`src/hdl/hrd_pkg.sv`:
```
`timescale 1ns / 1ps
// ----------------------------------------------------------------------------
// hrd_pkg
// Shared types and constants for the hysteresis run detector.
// ----------------------------------------------------------------------------
package hrd_pkg;

    localparam int unsigned MAX_SAMPLES   = 65536;
    localparam int unsigned INDEX_CAP_INT =
        ((MAX_SAMPLES - 1) > 65535) ? 65535 : (MAX_SAMPLES - 1);
    localparam logic [15:0] INDEX_CAP     = 16'(INDEX_CAP_INT);

    localparam int unsigned CFG_DATA_W  = 24;
    localparam int unsigned CFG_INDEX_W = 2;

    typedef enum logic [CFG_INDEX_W-1:0] {
        REG_HIGH_THRESHOLD    = 2'd0,
        REG_LOW_THRESHOLD     = 2'd1,
        REG_GAP_CLOSE_SAMPLES = 2'd2,
        REG_MIN_RUN_SAMPLES   = 2'd3
    } cfg_reg_t;

    typedef struct packed {
        logic [23:0] energy_sample;
        logic        last_sample;
    } in_word_t;

    typedef struct packed {
        logic [15:0] run_start;
        logic [15:0] run_end;
        logic        closed_by_end;
    } out_word_t;

endpackage

```
`src/hdl/hysteresis_run_detector.sv`:
```
`timescale 1ns / 1ps
// ----------------------------------------------------------------------------
// hysteresis_run_detector
// Opens a run at the high threshold, holds it at or above the low threshold,
// closes it after a gap or at stream end, and reports runs that are long enough.
// ----------------------------------------------------------------------------
// One energy word is taken every cycle while the output is not stalled. A word
// is captured in an input register; the threshold compares, gap counter update
// and run length check are then done on it in one pass, and a result word, if
// any, is written to the output register when that register is free or being
// read. Throughput drops below one word per cycle only while out_ready is
// held low and the output register is full. Configuration writes take effect
// at once and must be made while no stream is in flight.
module hysteresis_run_detector (
    input  logic                                clk,
    input  logic                                rst_n,
    input  logic                                in_valid,
    output logic                                in_ready,
    input  hrd_pkg::in_word_t                   in_data,
    output logic                                out_valid,
    input  logic                                out_ready,
    output hrd_pkg::out_word_t                  out_data,
    input  logic                                cfg_we,
    input  logic [hrd_pkg::CFG_INDEX_W-1:0]     cfg_index,
    input  logic [hrd_pkg::CFG_DATA_W-1:0]      cfg_data
);
    import hrd_pkg::*;

    logic [23:0] high_threshold_reg;
    logic [23:0] low_threshold_reg;
    logic [15:0] gap_limit_reg;
    logic [16:0] min_run_reg;

    logic        s1_valid_reg;
    in_word_t    s1_data_reg;
    logic        out_valid_reg;
    out_word_t   out_data_reg;

    logic        run_active_reg;
    logic        run_active_next;
    logic [15:0] open_start_reg;
    logic [15:0] open_start_next;
    logic [16:0] gap_count_reg;
    logic [16:0] gap_count_next;
    logic [15:0] sample_index_reg;
    logic [15:0] sample_index_next;

    logic        advance;
    logic        above_low;
    logic [16:0] gap_inc;
    logic        gap_hit;
    logic [17:0] gap_diff;
    logic [15:0] gap_end;
    logic [15:0] sel_end;
    logic        sel_by_end;
    logic        candidate;
    logic [16:0] run_len;
    logic        emit;
    out_word_t   out_data_next;

    // configuration
    always_ff @(posedge clk or negedge rst_n)
    begin
        if (!rst_n)
        begin
            high_threshold_reg <= '0;
            low_threshold_reg  <= '0;
            gap_limit_reg      <= '0;
            min_run_reg        <= '0;
        end
        else if (cfg_we)
        begin
            case (cfg_reg_t'(cfg_index))
                REG_HIGH_THRESHOLD:    high_threshold_reg <= cfg_data[23:0];
                REG_LOW_THRESHOLD:     low_threshold_reg  <= cfg_data[23:0];
                REG_GAP_CLOSE_SAMPLES: gap_limit_reg      <= cfg_data[15:0];
                REG_MIN_RUN_SAMPLES:   min_run_reg        <= cfg_data[16:0];
                default:               ;
            endcase
        end
    end

    assign advance  = !out_valid_reg || out_ready;
    assign in_ready = !s1_valid_reg || advance;

    // run tracking for the word in the input register
    always_comb
    begin
        above_low  = s1_data_reg.energy_sample >= low_threshold_reg;
        gap_inc    = gap_count_reg + 17'd1;
        gap_hit    = 1'b0;
        gap_diff   = {2'b00, sample_index_reg} - {1'b0, gap_inc};
        if (gap_diff[17] || (gap_diff[15:0] < open_start_reg))
            gap_end = open_start_reg;
        else
            gap_end = gap_diff[15:0];

        run_active_next = run_active_reg;
        open_start_next = open_start_reg;
        gap_count_next  = gap_count_reg;

        if (!run_active_reg)
        begin
            if (s1_data_reg.energy_sample >= high_threshold_reg)
            begin
                run_active_next = 1'b1;
                open_start_next = sample_index_reg;
                gap_count_next  = '0;
            end
        end
        else if (above_low)
        begin
            gap_count_next = '0;
        end
        else
        begin
            gap_count_next = gap_inc;
            if (gap_inc > {1'b0, gap_limit_reg})
            begin
                gap_hit         = 1'b1;
                run_active_next = 1'b0;
                gap_count_next  = '0;
            end
        end

        // a run still open at end of stream is closed by the end
        if (s1_data_reg.last_sample && run_active_next)
        begin
            sel_end    = sample_index_reg;
            sel_by_end = 1'b1;
            candidate  = 1'b1;
        end
        else
        begin
            sel_end    = gap_end;
            sel_by_end = 1'b0;
            candidate  = gap_hit;
        end

        run_len = {1'b0, sel_end} - {1'b0, open_start_next} + 17'd1;
        emit    = candidate && (run_len >= min_run_reg);

        out_data_next.run_start     = open_start_next;
        out_data_next.run_end       = sel_end;
        out_data_next.closed_by_end = sel_by_end;

        if (s1_data_reg.last_sample)
        begin
            run_active_next   = 1'b0;
            open_start_next   = '0;
            gap_count_next    = '0;
            sample_index_next = '0;
        end
        else if (sample_index_reg < INDEX_CAP)
            sample_index_next = sample_index_reg + 16'd1;
        else
            sample_index_next = sample_index_reg;
    end

    always_ff @(posedge clk or negedge rst_n)
    begin
        if (!rst_n)
        begin
            s1_valid_reg     <= 1'b0;
            out_valid_reg    <= 1'b0;
            run_active_reg   <= 1'b0;
            open_start_reg   <= '0;
            gap_count_reg    <= '0;
            sample_index_reg <= '0;
        end
        else
        begin
            if (in_ready)
                s1_valid_reg <= in_valid;
            if (advance)
                out_valid_reg <= s1_valid_reg && emit;
            if (s1_valid_reg && advance)
            begin
                run_active_reg   <= run_active_next;
                open_start_reg   <= open_start_next;
                gap_count_reg    <= gap_count_next;
                sample_index_reg <= sample_index_next;
            end
        end
    end

    always_ff @(posedge clk)
    begin
        if (in_ready && in_valid)
            s1_data_reg <= in_data;
        if (advance && s1_valid_reg && emit)
            out_data_reg <= out_data_next;
    end

    assign out_valid = out_valid_reg;
    assign out_data  = out_data_reg;

    a_run_order: assert property (@(posedge clk) disable iff (!rst_n)
        out_valid_reg |-> (out_data_reg.run_start <= out_data_reg.run_end))
        else $error("reported run ends before it starts");

    a_index_cap: assert property (@(posedge clk) disable iff (!rst_n)
        sample_index_reg <= INDEX_CAP)
        else $error("sample index beyond cap");

    a_idle_gap: assert property (@(posedge clk) disable iff (!rst_n)
        !run_active_reg |-> (gap_count_reg == '0))
        else $error("gap count nonzero while idle");

    a_gap_bound: assert property (@(posedge clk) disable iff (!rst_n)
        run_active_reg |-> (gap_count_reg <= {1'b0, gap_limit_reg}))
        else $error("open run has gap beyond close limit");

    a_start_bound: assert property (@(posedge clk) disable iff (!rst_n)
        run_active_reg |-> (open_start_reg <= sample_index_reg))
        else $error("open run starts after current index");

endmodule

```
`config.mk`:
```
export PLATFORM = sky130hd
export DESIGN_NAME = hysteresis_run_detector
export DESIGN_NICKNAME = d
export VERILOG_FILES = /design/src/hdl/hrd_pkg.sv /design/src/hdl/hysteresis_run_detector.sv
export SDC_FILE = /design/constraint.sdc
export NUM_CORES = 1
export LEC_CHECK = 0
export BUFFER_PORTS_ARGS = -buffer_cell sky130_fd_sc_hd__buf_4
export CAP_MARGIN = 20
export CORE_MARGIN = 4
export CORE_UTILIZATION = 65
export DETAILED_ROUTE_END_ITERATION = 6
export GPL_ROUTABILITY_DRIVEN = 1
export PLACE_DENSITY_LB_ADDON = 0.25
export SLEW_MARGIN = 30
export SYNTH_ARGS = -nofsm -noshare
export SYNTH_HDL_FRONTEND = slang
export SYNTH_SLANG_ARGS = --single-unit
```
`constraint.sdc`:
```
create_clock -name clk -period 26.1 [get_ports clk]
set_input_delay 0 -clock clk [delete_from_list [all_inputs] [get_ports clk]]
set_output_delay 0 -clock clk [all_outputs]
set_load 0.01 [all_outputs]
```
==> impl_metrics.yaml, run 1 <==
critical_path:
  cp.required_ns: 26.27
  worstSetupEndpoint: "out_data[16]"
  critical_path.top_delay_family: "compound AO/OA/AOI/OAI gates"
  worst_ep_arrival_time_ns: 10.08
  critPathMaxStageDelay_ns: 0.64
  crit_type: "reg2reg"
  crit-reg2reg-launch: "gap_count_reg[0]"
  reg2reg_slack_ns: 16.19
  worstRegToRegCells: 40
  cp-end-kind: "flip-flop"
  path_buf_inv: 3
  cp_max_fo: 33
  start_kind: "flip-flop"
  rr_endpoint: "out_data[16]"
  cpMaxStageDelayCell: "a2111oi_0"
  cp-startpoint: "gap_count_reg[0]"
  cp.depth: 40
  path_common_cell: "ha_1"
final_layout:
  area_delta_synth_final_pct: 17.7
  drive_gt1_share_pct: 18.4
  diodes: 0
  num-nets-final: 1481
  largest_register_ffs: 33
  fin_util_pct: 78.0
  fill_cells: 1101
timing:
  clock_skew_ns: 0.0119
  fin_crit_sh_pct: 38.0
  worst_pin_slew_ns: 0.929
  slew_headroom_pct: 37.9
  period_minus_slack_ns: 9.91
  slew_viol_final: 0
  timing.final.hold_violations: 0
  setup_tns_ns: 0
  rsz0062_at_grt: "no"
  max_freq_mhz: 101
  setup_ws_ns: 16.19
  setup_viol: 0
floorplan:
  die-area_um2: 20600
  rows: 49
  pin_count: 91
  coreArea_um2: 18000
  die_h_um: 144
  die_w_um: 144
  start_util_pct: 66.3
synth:
  syn_area_per_cell_um2: 10.5
  synthArstFlopShare_pct: 69.6
  synth_commonest_cells: "inv_1 (153), ha_1 (145), dfrtp_1 (133)"
  syn-instance-count: 1136
  synth_seq_area_share_pct: 42.4
  ys_types: 65
  synth.most_common_cell: "inv_1"
  synth_edf_count: 58
  synth.net_count: 1339
  synth_area_leaders: "dfrtp_1 (28%), ha_1 (15%), edfxtp_1 (15%), mux2_2 (7.4%), inv_1 (4.8%)"
  ys_warn_count: 0
  synth_area_um2: 11900
  synth_ff_type: "dfrtp_1"
  yosys_register_bits: 191
  post-synth-top-area-cell: "dfrtp_1"
  yosysTopAreaCellShare_pct: 27.9
grt:
  grt_pass1_wl_um: 49300
  grt_usage_pct: 30.9
  antenna_found_initial: 0
  grt_max_degree: 78
  grt_pass1_vias: 9489
  overflow: 0
routing:
  drc: 0
  wl_per_cell_um: 20.3
  dr.pass1.iters: 5
  drt_wl_total_um: 30800
  drt_iter0_markers: 625
  via_per_inst: 6.11
  vias: 9290
  detail-route-antenna-nets: 0
placed_design:
  pre_cts_ws_ns: 16.37
  portBuffers: 90
  routabilityCongestion: 0.955
  dpl.hpwl_um: 20800
worst_hold_path:
  hp-class: "in2async"
clocking:
  htreeDepth: 4
  cts_sinks: 191
  clk_pin_slew_ns: 0.07
  clk-insertion-delay-late_ns: 0.46
  cts_tree: "built"
  cts-resized-gates: 0
  clk_path_buf_depth: 2
  root_buffer: "clkbuf_16"
  cts_setup_buffers: 0
  cts_buffers: 17
  cts_hold_buf: 53
outcome:
  status: "finished, final reports clean"
power_and_ir_drop:
  power_uw: 1760
  ir_drop_uv: 112
  powerDensity_nw_per_um2: 125
  p_leak_uw: 0.00672
run:
  maxCapViolCount: 0
[how the worst min path moves through the flow]
stage	from	endpoint	slack, ns	depth (start not counted)
after detailed placement	rst_n	gap_count_reg[13]	0.08	1
final	rst_n	gap_count_reg[11]	0.14	2
after global placement	rst_n	gap_count_reg[11]	0.07	1
after global routing	rst_n	open_start_reg[13]	0.22	2
after floorplan	rst_n	gap_count_reg[0]	-0.30	0
after CTS	cfg_index[1]	high_threshold_reg[4]	0.16	5
[kinds of logic after synthesis]
| family | synth area share, % |
|---|---|
| XOR/XNOR | 3.37 |
| multiplexers | 9.99 |
| buffers and inverters | 5.91 |
| AND/OR/NAND/NOR | 10.1 |
| adder cells (fa/ha/maj) | 15.5 |
| flip-flops | 42.4 |
| AO/OA/AOI/OAI | 12.7 |
[through the flow]
step	cell area (µm²)	cells	hold slack, ns
after floorplan	11900	1136	-0.296
after global placement	12800	1434	0.0747
after detailed placement	12900	1435	0.0789
final	14100	1520	0.135
after global routing	14100	1520	0.217
after CTS	14100	1520	0.159
[worst reg2reg max path: cells and delay by family (launching register included)]
family | cells | cell delay, ns
adders and majority gates | 6 | 1.84
muxes | 2 | 0.68
xor gates and xnor gates | 3 | 0.55
and+or+nand+nor | 8 | 0.94
DFF | 1 | 0.46
buffers and inverters | 3 | 0.70
AOI/OAI and AO/OA | 18 | 4.44
[routing by layer]
layer  vias up  GRT usage, %  wire (µm)
met3        94          5.82       2000
met4         0          12.9       1210
met1      4459          38.3      12200
li1       4328             -          -
met2       409          53.3      15400
met5         -             0          0
[where the power goes]
| part | internal, µW | switching, µW |
|---|---|---|
| clock network | 154 | 134 |
| logic | 478 | 588 |
| registers | 380 | 28.9 |
| total | 1010 | 751 |
[cell usage in the layout, fill, tap and decap left out, types with 47 or more instances in the layout]
master and instances:
nor2_1 47, dfrtp_1 133, mux2_2 78, inv_1 153
dlygate4sd3_1 53, o21ai_0 60, edfxtp_1 58, ha_1 145
nand2_1 73, buf_4 95
[layout make-up]
cell class / instances / area, µm² / share of cell area, %
inverter: 153 / 574 / 4.08
multi-input combinational: 765 / 6200 / 44.1
clock inverter: 14 / 213 / 1.51
clock buffer: 18 / 450 / 3.20
tap: 229 / 287 / 2.04
timing repair buffer: 150 / 1270 / 9.01
sequential: 191 / 5070 / 36.1
(Power assumes the default switching activity.)
==> run 2: changes to the inputs <==
--- a/config.mk
+++ b/config.mk
@@ -5,10 +5,11 @@
 export SDC_FILE = /design/constraint.sdc
 export NUM_CORES = 1
 export LEC_CHECK = 0
+export ABC_AREA = 1
 export BUFFER_PORTS_ARGS = -buffer_cell sky130_fd_sc_hd__buf_4
 export CAP_MARGIN = 20
 export CORE_MARGIN = 4
-export CORE_UTILIZATION = 65
+export CORE_UTILIZATION = 56
 export DETAILED_ROUTE_END_ITERATION = 6
 export GPL_ROUTABILITY_DRIVEN = 1
 export PLACE_DENSITY_LB_ADDON = 0.25
==> constraint.sdc (replaced) <==
create_clock -name clk -period 8.7 [get_ports clk]
set_input_delay 0 -clock clk [delete_from_list [all_inputs] [get_ports clk]]
set_output_delay 0 -clock clk [all_outputs]
set_load 0.01 [all_outputs]
==> run 2 against run 1 <==
Effect of this change:
- worst hold slack got worse by 0.052 ns
- cell area rose by 2.5%
- fmax rose by 27%
- clock power rose to 2.8 times the previous value
- combinational power rose to 3.1 times the previous value
- sequential share of layout area fell by 0.89 points
- register-to-register slack got worse by 15 ns
- clock skew rose by 0.0020 ns
- global-route usage fell by 3.4 points
- critical path type unchanged
- largest cell class unchanged
- largest power group unchanged
==> impl_metrics.yaml, run 2 <==
outcome:
  status: "finished, final reports clean"
synth:
  synth.area.mux_share_pct: 0
  synth.most_common_cell: "nand2_1"
  syn_area_per_cell_um2: 8.31
  synth_commonest_cells: "nand2_1 (324), inv_1 (244), ha_1 (145)"
  synth.net_count: 1680
  synth_area_leaders: "dfrtp_1 (27%), ha_1 (15%), edfxtp_1 (14%), nand2_1 (9.9%), inv_1 (7.5%)"
  synth-simple-area-share_pct: 19.2
  synth_compound_area_share_pct: 12.6
  ys_types: 50
  post-synth-top-area-cell: "dfrtp_1"
  ys_warn_count: 0
  synth_xor_area_share_pct: 2.86
  yosysTopAreaCellShare_pct: 27.1
  synthArstFlopShare_pct: 69.6
  syn-instance-count: 1477
  synth_ff_type: "dfrtp_1"
  synth_area_um2: 12300
  synthAdderAreaFrac_pct: 15.1
  synth_edf_count: 58
  yosys_register_bits: 191
  synth_seq_area_share_pct: 41.3
  synth_top_family_by_area: "simple AND/OR/NAND/NOR gates"
clocking:
  cts_buffers: 17
  root_buffer: "clkbuf_16"
  htreeDepth: 4
  clk_path_buf_depth: 2
  cts_sinks: 191
  clk-insertion-delay-late_ns: 0.45
  cts_tree: "built"
  clk_pin_slew_ns: 0.07
timing:
  clock_skew_ns: 0.0139
  timing.final.hold_violations: 0
  worst_pin_slew_ns: 0.888
  setup_ws_ns: 0.870
  setup_tns_ns: 0
  slew_headroom_pct: 40.8
  rsz0062_at_grt: "no"
  max_freq_mhz: 128
  period_minus_slack_ns: 7.83
  fin_crit_sh_pct: 90.0
  setup_viol: 0
  slew_viol_final: 0
grt:
  grt_pass1_wl_um: 53100
  grt_max_degree: 84
  overflow: 0
  grt_usage_pct: 27.5
  grt_pass1_vias: 10456
  antenna_found_initial: 0
final_layout:
  mostFrequentLayoutCell: "nand2_1"
  largest_register_ffs: 33
  num-nets-final: 1821
  area_delta_synth_final_pct: 17.5
  drive_gt1_share_pct: 10.9
  diodes: 0
  multi_input_area_um2: 6150
  fin_util_pct: 67.7
  final_cell_mix: "nand2_1 (323), inv_1 (243), ha_1 (145)"
  fill_cells: 1710
  regArea_um2: 5070
routing:
  wl_per_cell_um: 17.2
  detail-route-antenna-nets: 0
  vias: 10630
  drt_wl_total_um: 32800
  drc: 0
  drt_iter0_markers: 850
  dr.pass1.iters: 5
  via_per_inst: 5.58
floorplan:
  die_h_um: 156
  die_w_um: 156
  rows: 53
  die-area_um2: 24300
  start_util_pct: 57.6
  coreArea_um2: 21300
  pin_count: 91
critical_path:
  start_kind: "flip-flop"
  cpMaxStageDelayCell: "dfrtp_1"
  crit_type: "reg2reg"
  rr_endpoint: "out_data[31]"
  critPathMaxStageDelay_ns: 0.40
  cp.required_ns: 8.84
  worst_ep_arrival_time_ns: 7.97
  cp_max_fo: 33
  crit-reg2reg-launch: "gap_count_reg[0]"
  cp-end-kind: "flip-flop"
  reg2reg_slack_ns: 0.87
  critical_path.top_delay_family: "simple AND/OR/NAND/NOR gates"
  worstRegToRegCells: 50
  path_common_cell: "nand2_1"
  path_buf_inv: 7
placed_design:
  pre_cts_ws_ns: 0.554
  dpl.hpwl_um: 24300
  routabilityCongestion: 0.922
  portBuffers: 90
worst_hold_path:
  hp-class: "in2async"
power_and_ir_drop:
  powerDensity_nw_per_um2: 371
  p_leak_uw: 0.00727
  ir_drop_uv: 232
run:
  maxCapViolCount: 0
[run 2: layer usage]
| metal | up-vias | track usage [%] | share of wire (%) |
|---|---|---|---|
| li1 | 5184 | - | - |
| met1 | 4938 | 34.4 | 41 |
| met2 | 414 | 48.0 | 49 |
| met3 | 94 | 4.38 | 6.4 |
| met4 | 0 | 10.5 | 4.1 |
| met5 | - | 0 | 0 |
[run 2: layout make-up]
cell class                      instances  share of cell area [%]
Inverter                              246                    6.41
Clock buffer                           19                    3.00
Tap cell                              275                    2.39
Sequential cell                       191                    35.2
Multi-Input combinational cell       1005                    42.6
Timing Repair Buffer                  157                    9.23
Clock inverter                         13                    1.16
[run 2: worst max-delay path by stage]
stage,start,endpoint,cells after the start
floorplan,gap_count_reg[0],out_data[0],50
global placement,gap_count_reg[0],out_data[0],52
detailed placement,gap_count_reg[0],out_data[26],52
CTS,gap_count_reg[0],out_data[31],52
global route,gap_count_reg[0],out_data[31],51
finish,gap_count_reg[0],out_data[31],50
[run 2: logic make-up after synthesis]
family,count (synthesis)
DFF,191
buffers and inverters,282
AOI/OAI and AO/OA,283
adders and majority gates,147
xor gates and xnor gates,40
and+or+nand+nor,534
[run 2: per-stage QoR]
| stage | instance area [µm²] | instances | hold slack [ns] | total power (µW) |
|---|---|---|---|---|
| final | 14400 | 1906 | 0.0829 | 5350 |
| after global routing | 14400 | 1906 | 0.134 | 5840 |
| after CTS | 14300 | 1900 | 0.0990 | 5270 |
| after detailed placement | 13200 | 1815 | -0.00130 | 4410 |
| after global placement | 13200 | 1815 | -0.00622 | 4350 |
| after floorplan | 12300 | 1477 | -0.296 | 3530 |
[run 2: where the power goes]
part           total [µW]  internal [µW]  leakage (µW)  switching (µW)
Combinational        3280           1270       0.00471            2020
Sequential           1260           1160       0.00227            99.2
Clock                 806            414      0.000293             392
[run 2: worst reg2reg max path, delay by kind of cell, from the launching register on]
kind            cells  cell delay, ns
compound gates      7            1.20
buf+inv             7            0.79
simple gates       28            2.94
xor+xnor            2            0.35
flops               1            0.40
fa+ha+maj           6            1.85
[run 2: timing repair]
action                                  CTS  global route
hold buffers                             53             0
endpoints found under the hold margin   155             0
setup buffers                             0             5
endpoints found under the setup margin    0            33
resized for setup                         0             9
